[src/rtl/memory_range_table_tracker_assert.svh]
// ----------------------------------------------------------------------------
// Assertion macros for the memory range table tracker
// Concurrent checks sampled on clk and disabled while arst_n is low; they
// expand to nothing when SYNTH is defined.
// ----------------------------------------------------------------------------
`ifndef MEMORY_RANGE_TABLE_TRACKER_ASSERT_SVH
`define MEMORY_RANGE_TABLE_TRACKER_ASSERT_SVH
`ifndef SYNTH
`define MRT_ASSERT(lbl, prop, msg) \
	lbl: assert property (@(posedge clk) disable iff (!arst_n) (prop)) else $error(msg);
`define MRT_ASSERT_IMPL(lbl, ante, cons, msg) \
	lbl: assert property (@(posedge clk) disable iff (!arst_n) (ante) |-> (cons)) \
		else $error(msg);
`else
`define MRT_ASSERT(lbl, prop, msg)
`define MRT_ASSERT_IMPL(lbl, ante, cons, msg)
`endif
`endif

[src/rtl/mrt_pkg.sv]
// ----------------------------------------------------------------------------
// mrt_pkg
// Shared sizes, status codes, page rounding and the command and status
// structs that join the tracker controller and datapath.
// ----------------------------------------------------------------------------
package mrt_pkg;

	// table and field sizes
	localparam int TABLE_ENTRIES = 64;
	localparam int PAGE_BITS     = 12;
	localparam int IDX_W         = $clog2(TABLE_ENTRIES);
	localparam int CNT_W         = $clog2(TABLE_ENTRIES + 1);
	localparam int ADDR_W        = 48;
	localparam int LEN_W         = 41;
	localparam int END_W         = 49;
	localparam int SPAN_W        = 50;
	localparam int BYTES_W       = 64;
	localparam int EVT_W         = 32;
	localparam int STATUS_W      = 3;
	localparam int AREA_W        = 7;
	localparam int THR_W         = 41;

	localparam logic [THR_W-1:0]  THR_RESET = THR_W'(65536);
	localparam logic [SPAN_W-1:0] PAGE_MASK = SPAN_W'((64'd1 << PAGE_BITS) - 64'd1);

	// result status codes
	localparam logic [STATUS_W-1:0] ST_STORED  = 3'd0;
	localparam logic [STATUS_W-1:0] ST_BELOW   = 3'd1;
	localparam logic [STATUS_W-1:0] ST_OVERLAP = 3'd2;
	localparam logic [STATUS_W-1:0] ST_FULL    = 3'd3;
	localparam logic [STATUS_W-1:0] ST_FREED   = 3'd4;
	localparam logic [STATUS_W-1:0] ST_MISS    = 3'd5;

	// controller to datapath
	typedef struct packed {
		logic load;
		logic round;
		logic span;
		logic test;
		logic scan;
		logic commit;
	} mrt_cmd_t;

	// datapath to controller
	typedef struct packed {
		logic is_free;
		logic below;
		logic hit;
		logic scan_end;
		logic out_free;
	} mrt_stat_t;

	// round up to a multiple of the page size
	function automatic logic [SPAN_W-1:0] page_up(input logic [SPAN_W-1:0] v);
		page_up = (v + PAGE_MASK) & ~PAGE_MASK;
	endfunction

endpackage

[src/rtl/mrt_ctrl.sv]
// ----------------------------------------------------------------------------
// mrt_ctrl
// Sequencer for one request: take it, round its ends, form the span, test the
// threshold, scan if not an allocation below it, commit once output is free.
// ----------------------------------------------------------------------------
module mrt_ctrl
	import mrt_pkg::*;
(
	input  logic      clk,
	input  logic      arst_n,
	input  logic      in_valid,
	output logic      in_ready,
	input  mrt_stat_t stat,
	output mrt_cmd_t  cmd
);

	typedef enum logic [2:0] {
		S_IDLE,
		S_ROUND,
		S_SPAN,
		S_TEST,
		S_SCAN,
		S_FINISH
	} state_t;

	state_t state_q;

	// hold state
	always_ff @(posedge clk or negedge arst_n) begin
		if (!arst_n) begin
			state_q <= S_IDLE;
		end else begin
			unique case (state_q)
				S_IDLE: begin
					if (in_valid) state_q <= S_ROUND;
				end
				S_ROUND: state_q <= S_SPAN;
				S_SPAN:  state_q <= S_TEST;
				S_TEST: begin
					if (!stat.is_free && stat.below) state_q <= S_FINISH;
					else state_q <= S_SCAN;
				end
				S_SCAN: begin
					if (stat.hit || stat.scan_end) state_q <= S_FINISH;
				end
				S_FINISH: begin
					if (stat.out_free) state_q <= S_IDLE;
				end
				default: state_q <= S_IDLE;
			endcase
		end
	end

	// decode commands
	always_comb begin
		cmd        = '0;
		cmd.load   = (state_q == S_IDLE) && in_valid;
		cmd.round  = (state_q == S_ROUND);
		cmd.span   = (state_q == S_SPAN);
		cmd.test   = (state_q == S_TEST);
		cmd.scan   = (state_q == S_SCAN);
		cmd.commit = (state_q == S_FINISH) && stat.out_free;
	end

	assign in_ready = (state_q == S_IDLE);

endmodule

[config.mk]
export PLATFORM = sky130hd
export DESIGN_NAME = mrt_ctrl
export DESIGN_NICKNAME = d
export VERILOG_FILES = /design/src/rtl/memory_range_table_tracker_assert.svh /design/src/rtl/mrt_pkg.sv /design/src/rtl/mrt_ctrl.sv
export SDC_FILE = /design/constraint.sdc
export NUM_CORES = 1
export LEC_CHECK = 0
export BUFFER_PORTS_ARGS = -buffer_cell sky130_fd_sc_hd__buf_2
export CAP_MARGIN = 20
export CORE_AREA = 2 2 39 41
export CTS_BUF_LIST = sky130_fd_sc_hd__clkbuf_4 sky130_fd_sc_hd__clkbuf_8
export DETAILED_ROUTE_END_ITERATION = 6
export DIE_AREA = 0 0 41 43
export HOLD_SLACK_MARGIN = 0.15
export SETUP_SLACK_MARGIN = 0.5
export SYNTH_ARGS = -nofsm -noshare
export SYNTH_HDL_FRONTEND = slang
export SYNTH_SLANG_ARGS = --single-unit
[constraint.sdc]
create_clock -name clk -period 2.5 [get_ports clk]
set_input_delay 0.5 -clock clk [delete_from_list [all_inputs] [get_ports clk]]
set_output_delay 0.5 -clock clk [all_outputs]
set_load 0.05 [all_outputs]
==> results of run 1 <==
## cells in the final DEF, fill, tap and decap left out, drive strengths merged
master,n
inv,1
a21oi,2
nor2,7
clkbuf,4
or2,2
nand2b,2
nor3,2
buf,14
or2b,1
a2111oi,1
a311o,1
nand2,1
dfrtp,3
dlygate4sd3,1
and2,1
## per-layer routing
layer / routed length [um] / vias up
met5: 0 / -
met4: 0 / 0
met3: 48 / 0
met2: 223 / 11
met1: 249 / 108
li1: - / 120
## kinds of logic after synthesis
logic type / count (synthesis) / share of synthesized area (%)
AND/OR/NAND/NOR: 16 / 40.91
AO/OA/AOI/OAI: 4 / 15.59
flip-flops: 3 / 38.96
buffers and inverters: 2 / 4.541
## path summary, 6_finish.rpt
kind,from,end,slack (ps),cells past startpoint
max,state_q[2],cmd[0],640,3
min,arst_n,state_q[0],600,2
max reg2reg,state_q[2],state_q[0],1310,3
min reg2reg,state_q[2],state_q[0],740,1
max in group asynchronous,arst_n,state_q[2],1790,2
min in group clk,stat[0],state_q[2],630,3
## synthesized netlist by cell type, drive strengths merged
master   instances  area share (%)
a21oi            2             5.2
a2111oi          1             5.2
or2              2             6.5
a311o            1             5.2
or2b             1             3.9
buf              1             2.6
nor2             7              14
nand2b           2             6.5
nand2            1             1.9
inv              1             1.9
nor3             2             5.2
and2             1             3.2
dfrtp            3              39
## area by class of cell
class | count | area, um2
Multi-Input combinational cell | 20 | 125.1
Sequential cell | 3 | 75.07
Timing Repair Buffer | 15 | 80.08
Tap cell | 16 | 20.02
Inverter | 1 | 3.754
Clock buffer | 4 | 30.03
Fill cell | 166 | 1050
## per-stage QoR
step	setup WS (ps)	hold slack, ps
global route	518.9	601.6
CTS	622.1	593.3
floorplan	513.3	204.4
finish	635.2	600.2
detailed placement	886.0	297.5
global placement	905.2	298.1
## power breakdown
group,switching [W],internal (W),leakage [nW],total (W)
Clock,0.0000240,0.0000705,0.0184,0.0000946
Sequential,0.0000538,0.0000705,0.0378,0.000124
Combinational,0.000209,0.0000878,0.118,0.000296
## critical path: cells and delay by family (launching register included)
| kind | cells | cell delay, ps |
|---|---|---|
| flip-flops | 1 | 480 |
| AND/OR/NAND/NOR | 2 | 390 |
| buffers and inverters | 1 | 260 |
## what timing repair did
action / in CTS / in global routing
endpoints found under the setup margin: 0 / 0
endpoints found under the hold margin: 3 / 0
hold buffers: 1 / 0
==> key figures, run 1 <==
Status
  – Status: complete, no violations

Die
  – DIE AREA: 1763 um2
  – Die X: 41 um
  – Core Box Area: 1384 um2
  – Initial core utilization: 13.92%
  – Die height: 43 um
  – Core Rows: 14
  – Io pins: 15

Global route
  – Met2 Usage GRT: 9.688%
  – M1 GR Usage: 8.143%
  – Global route total overflow: 0
  – First-pass GRT wire length: 834 um
  – Largest net degree at the start of global routing: 10
  – Initial antenna violation count: 0
  – GRT Total Usage: 7.863%
  – Routing usage on met3: 6.806%
  – Number of global-route vias before repair: 216
  – GR peak layer: met2

Clocking
  – Post-cts resize count: 0
  – Skew-Pair Late Insertion Delay: 230 ps
  – Sink Count: 3
  – Post-CTS Setup Bufs: 0
  – CTS Buf Count: 3
  – Clock buffer depth: 2
  – CTS Root Cell: clkbuf_4
  – CTS tree: done
  – H-tree depth: 1
  – Clk pin slew, worst setup/hold paths: 40 ps

Worst setup path
  – Critical Path Max Stage Delay: 480 ps
  – Worst-path cell chain: or2b_1 > nor2_1 > buf_2
  – CP Class: flip-flop to output pin
  – Crit path required time: 2000 ps
  – Worst path arrival time: 1360 ps
  – Worst setup EP type: output pin
  – CP max stage cell: dfrtp_1
  – Startpoint types: flip-flop
  – Critical Path Fanout Max: 7

Synthesis
  – Post-Syn Nets: 33
  – Distinct cells, synth: 13
  – Seq cells post-synth: 3
  – Yosys warning count: 0
  – Sequential area share after synthesis: 38.96%
  – Mapped Area: 192.7 um2
  – Cell count after synthesis: 25
  – Synth Area per Inst: 7.707 um2

Routing
  – Drt wl/cell: 8.831 um
  – 1st-pass router iterations: 2
  – Number of remaining DRC errors: 0
  – DR iter-0 viols: 4
  – ANT nets after route: 0
  – Vias per std cell: 4.051
  – Drt total wl: 521 um
  – Total number of vias: 239

STA
  – Post-route clock period utilization: 74.59%
  – Endpoints failing hold: 0
  – Post-Route Setup TNS: 0 ps
  – Max-slew headroom: 77.78%
  – Fmax achieved: 536.3 MHz
  – Final min period: 1865 ps
  – Slew of the pin with the lowest slew margin: 333.4 ps
  – RSZ-0062 raised after global routing: false
  – Worst Skew: 1.100 ps
  – Final setup viols: 0
  – Slew Limit Fails: 0

Run
  – MaxCap Viol Count: 0

Placed design
  – Placed Area: 294.0 um2
  – Buffers on Ports: 14
  – Gp weighted congestion: 0.6430
  – Placed Instances: 54

Worst hold path
  – Hold crit path type: input port to asynchronous set/reset pin

Cells and area
  – Post-route cell area: 334.1 um2
  – # diodes: 0
  – Max reg flops: 3
  – Layout Cells excl Fill: 59
  – Area Overhead vs Synth: 73.38%
  – Fin util: 24.14%
  – Layout cells sized above 1: 46.51%
  – Register name with the most flops: state_q
  – Nets: 52
  – Top Registers: state_q x3

Pwr
  – Power per cell area: 1543 nW/um2
  – Final Power: 0.0005154 W
  – VDD IR max: 0.5272 mV
  – Leakage power: 0.1746 nW
Power figures use the tool's default switching activity.
==> run 2, diff against run 1 <==
- ABC_AREA: default -> 1
- clock period: 2.5 -> 2 ns (I/O delays scaled with it)
==> key figures, run 2 <==
Global route
  – Number of global-route vias before repair: 267 (+24%)
  – Largest net degree at the start of global routing: 8 (-2)
  – First-pass GRT wire length: 979 um (+17%)
  – GRT Total Usage: 9.045% (+1.2 points)
  – Global route total overflow: 0 (unchanged)
  – Initial antenna violation count: 0 (unchanged)

Synthesis
  – Synth Area per Inst: 6.082 um2 (-21%)
  – Commonest cells post-synth: 10 x nor2_1, 7 x nand2_1, 6 x inv_1, 3 x dfrtp_1, 3 x nand3_1
  – Mapped Area: 219.0 um2 (+14%)
  – Top cell type's share of synthesized area: 34.29% (-4.7 points)
  – Cell count after synthesis: 36 (+44%)
  – EDFF count, synth: 0 (unchanged)
  – Top-count cell post-synth: nor2_1
  – Ys flop type: dfrtp_1
  – Synth area leader: dfrtp_1
  – Distinct cells, synth: 11 (-2)
  – Post-Syn Nets: 44 (+33%)
  – Top cells by area, synth: dfrtp_1 34%, nor2_1 17%, nand2_1 12%
  – Seq cells post-synth: 3 (unchanged)
  – Async S/R FF share, synth: 100.0% (unchanged)
  – Sequential area share after synthesis: 34.29% (-4.7 points)
  – Yosys warning count: 0 (unchanged)

Die
  – Io pins: 15 (unchanged)
  – Initial core utilization: 15.82% (+1.9 points)
  – Core Box Area: 1384 um2 (unchanged)
  – Die height: 43 um (unchanged)
  – Die X: 41 um (unchanged)
  – DIE AREA: 1763 um2 (unchanged)
  – Core Rows: 14 (unchanged)

Pwr
  – Switching Power: 0.0004792 W (+67%)
  – P_int: 0.0004335 W (+89%)
  – Reg power frac: 18.6% (-5.5 points)
  – Final Power: 0.0009127 W (+77%)
  – VDD IR max: 0.5902 mV (+12%)
  – Power per cell area: 1842 nW/um2 (+19%)
  – Logic pwr share: 67.6% (+10 points)
  – Leakage power: 0.2511 nW (+44%)
  – Sw frac: 52.51% (-3.1 points)
  – Clk pwr share: 13.8% (-4.6 points)

STA
  – Worst Skew: 3.860 ps (+2.760 ps)
  – Final worst setup slack: 424.9 ps (-210.3 ps)
  – Final min period: 1575 ps
  – Slew Limit Fails: 0 (unchanged)
  – Slew of the pin with the lowest slew margin: 209.2 ps (-124.1 ps)
  – Fmax achieved: 634.9 MHz
  – RSZ-0062 raised after global routing: true
  – Post-route clock period utilization: 78.76%
  – Post-Route Setup TNS: 0 ps (unchanged)
  – Final setup viols: 0 (unchanged)
  – Endpoints failing hold: 0 (unchanged)
  – Max-slew headroom: 86.05% (+8.3 points)

Clocking
  – CTS Root Cell: clkbuf_4
  – Skew-Pair Late Insertion Delay: 240 ps (about the same)
  – H-tree depth: 1 (unchanged)
  – CTS Buf Count: 3 (unchanged)
  – Clk pin slew, worst setup/hold paths: 40 ps (about the same)
  – Sink Count: 3 (unchanged)
  – CTS tree: done
  – Clock buffer depth: 2 (unchanged)

Worst setup path
  – Worst path arrival time: 1180 ps (-180 ps)
  – Startpoint types: flip-flop
  – Critical Path Fanout Max: 5 (-2)
  – Crit path required time: 1600 ps (-400 ps)
  – CP Class: flip-flop to output pin
  – Worst setup EP type: output pin

Routing
  – Drt total wl: 700 um (+34%)
  – Number of remaining DRC errors: 0 (unchanged)
  – Drt wl/cell: 9.211 um (+4.3%)
  – 1st-pass router iterations: 4 (+2)
  – Vias per std cell: 3.987 (-1.6%)
  – Total number of vias: 303 (+27%)
  – DR iter-0 viols: 6 (+2)
  – ANT nets after route: 0 (unchanged)

Status
  – Status: complete, no violations

Cells and area
  – # diodes: 0 (unchanged)
  – Top Registers: state_q x3
  – Layout cells sized above 1: 65.00% (+18 points)
  – Post-route cell area: 495.5 um2 (+48%)
  – Max reg flops: 3 (unchanged)
  – Register name with the most flops: state_q
  – Nets: 69 (+33%)
  – Area Overhead vs Synth: 126.3%
  – Most frequent cells in the layout: 7 x buf_2, 7 x buf_6, 6 x nor2_1

Placed design
  – Post-DP HPWL: 468.3 um
  – Buffers on Ports: 14 (unchanged)
  – Pre-CTS WS: 459.4 ps (-426.6 ps)
  – Placed Area: 331.6 um2 (+13%)
  – Gp weighted congestion: 0.7091 (+10%)

Run
  – MaxCap Viol Count: 0 (unchanged)

Worst hold path
  – Hold crit path type: input port to flip-flop
==> run 2: changes by cell type after synthesis, moves of 2 or more <==
cell      before  now
inv_1          1    6
nand2_1        1    7
nand2b_1       2    0
nand3_1        0    3
nor2_1         7   10
==> run 2: power by group through the flow <==
| stage | registers [W] | clock network (W) | logic (W) |
|---|---|---|---|
| floorplan | 0.000132 | 0 | 0.000342 |
| global placement | 0.000137 | 0 | 0.000416 |
| detailed placement | 0.000140 | 0 | 0.000420 |
| CTS | 0.000167 | 0.000126 | 0.000568 |
| global route | 0.000176 | 0.000136 | 0.000651 |
| finish | 0.000170 | 0.000126 | 0.000617 |
==> run 2: worst paths after layout <==
path                                  from          to  slack, ps  cells past startpoint
worst max-delay path            state_q[1]      cmd[5]        420                      4
worst min-delay path               stat[0]  state_q[0]        440                      4
worst max register to register  state_q[1]  state_q[0]        880                      7
worst min register to register  state_q[0]  state_q[0]        700                      3
max in group asynchronous           arst_n  state_q[0]       1400                      2
min in group asynchronous           arst_n  state_q[2]        480                      2
==> run 2: timing repair <==
item / in CTS / in global routing
endpoints found under the hold margin: 3 / 0
endpoints found under the setup margin: 7 / 7
gates resized for setup: 25 / 3
pin swaps: 4 / 0
buffers inserted: 3 / 2
hold buffers: 1 / 0
==> run 2: layout make-up <==
cell class / count / area [um2]
clock buffer: 4 / 30.03
multi-input combinational: 26 / 168.9
timing repair buffer: 20 / 168.9
tap: 16 / 20.02
sequential: 3 / 78.83
fill: 150 / 888.4
inverter: 7 / 28.78
==> run 2: metrics by stage <==
step	std cells	utilization [%]	hold WS (ps)
floorplan	36	-	104.4
global placement	66	23.96	197.1
detailed placement	66	23.96	198.3
CTS	74	33.82	444.0
global route	76	35.80	465.4
finish	76	35.80	439.6
==> run 2: critical path: stages, from the launching register on <==
cell	delay [ps]
dfrtp_2	460
nor2_4	140
nand2_2	80
nor2_4	80
buf_6	160
==> run 2: cell families after synthesis <==
kind of cell,count (synthesis),synth area share (%)
AOI/OAI and AO/OA,1,2.284
DFF,3,34.28
and+or+nand+nor,25,51.43
buffers and inverters,7,12.00
==> run 2: routing by layer <==
metal / part of all wire (%) / global-route usage [%] / up-vias
met5: 0 / 0 / -
met1: 34 / 8.065 / 133
met2: 56 / 14.69 / 10
met4: 3.6 / 8.000 / 0
met3: 5.9 / 3.141 / 3
li1: - / - / 157
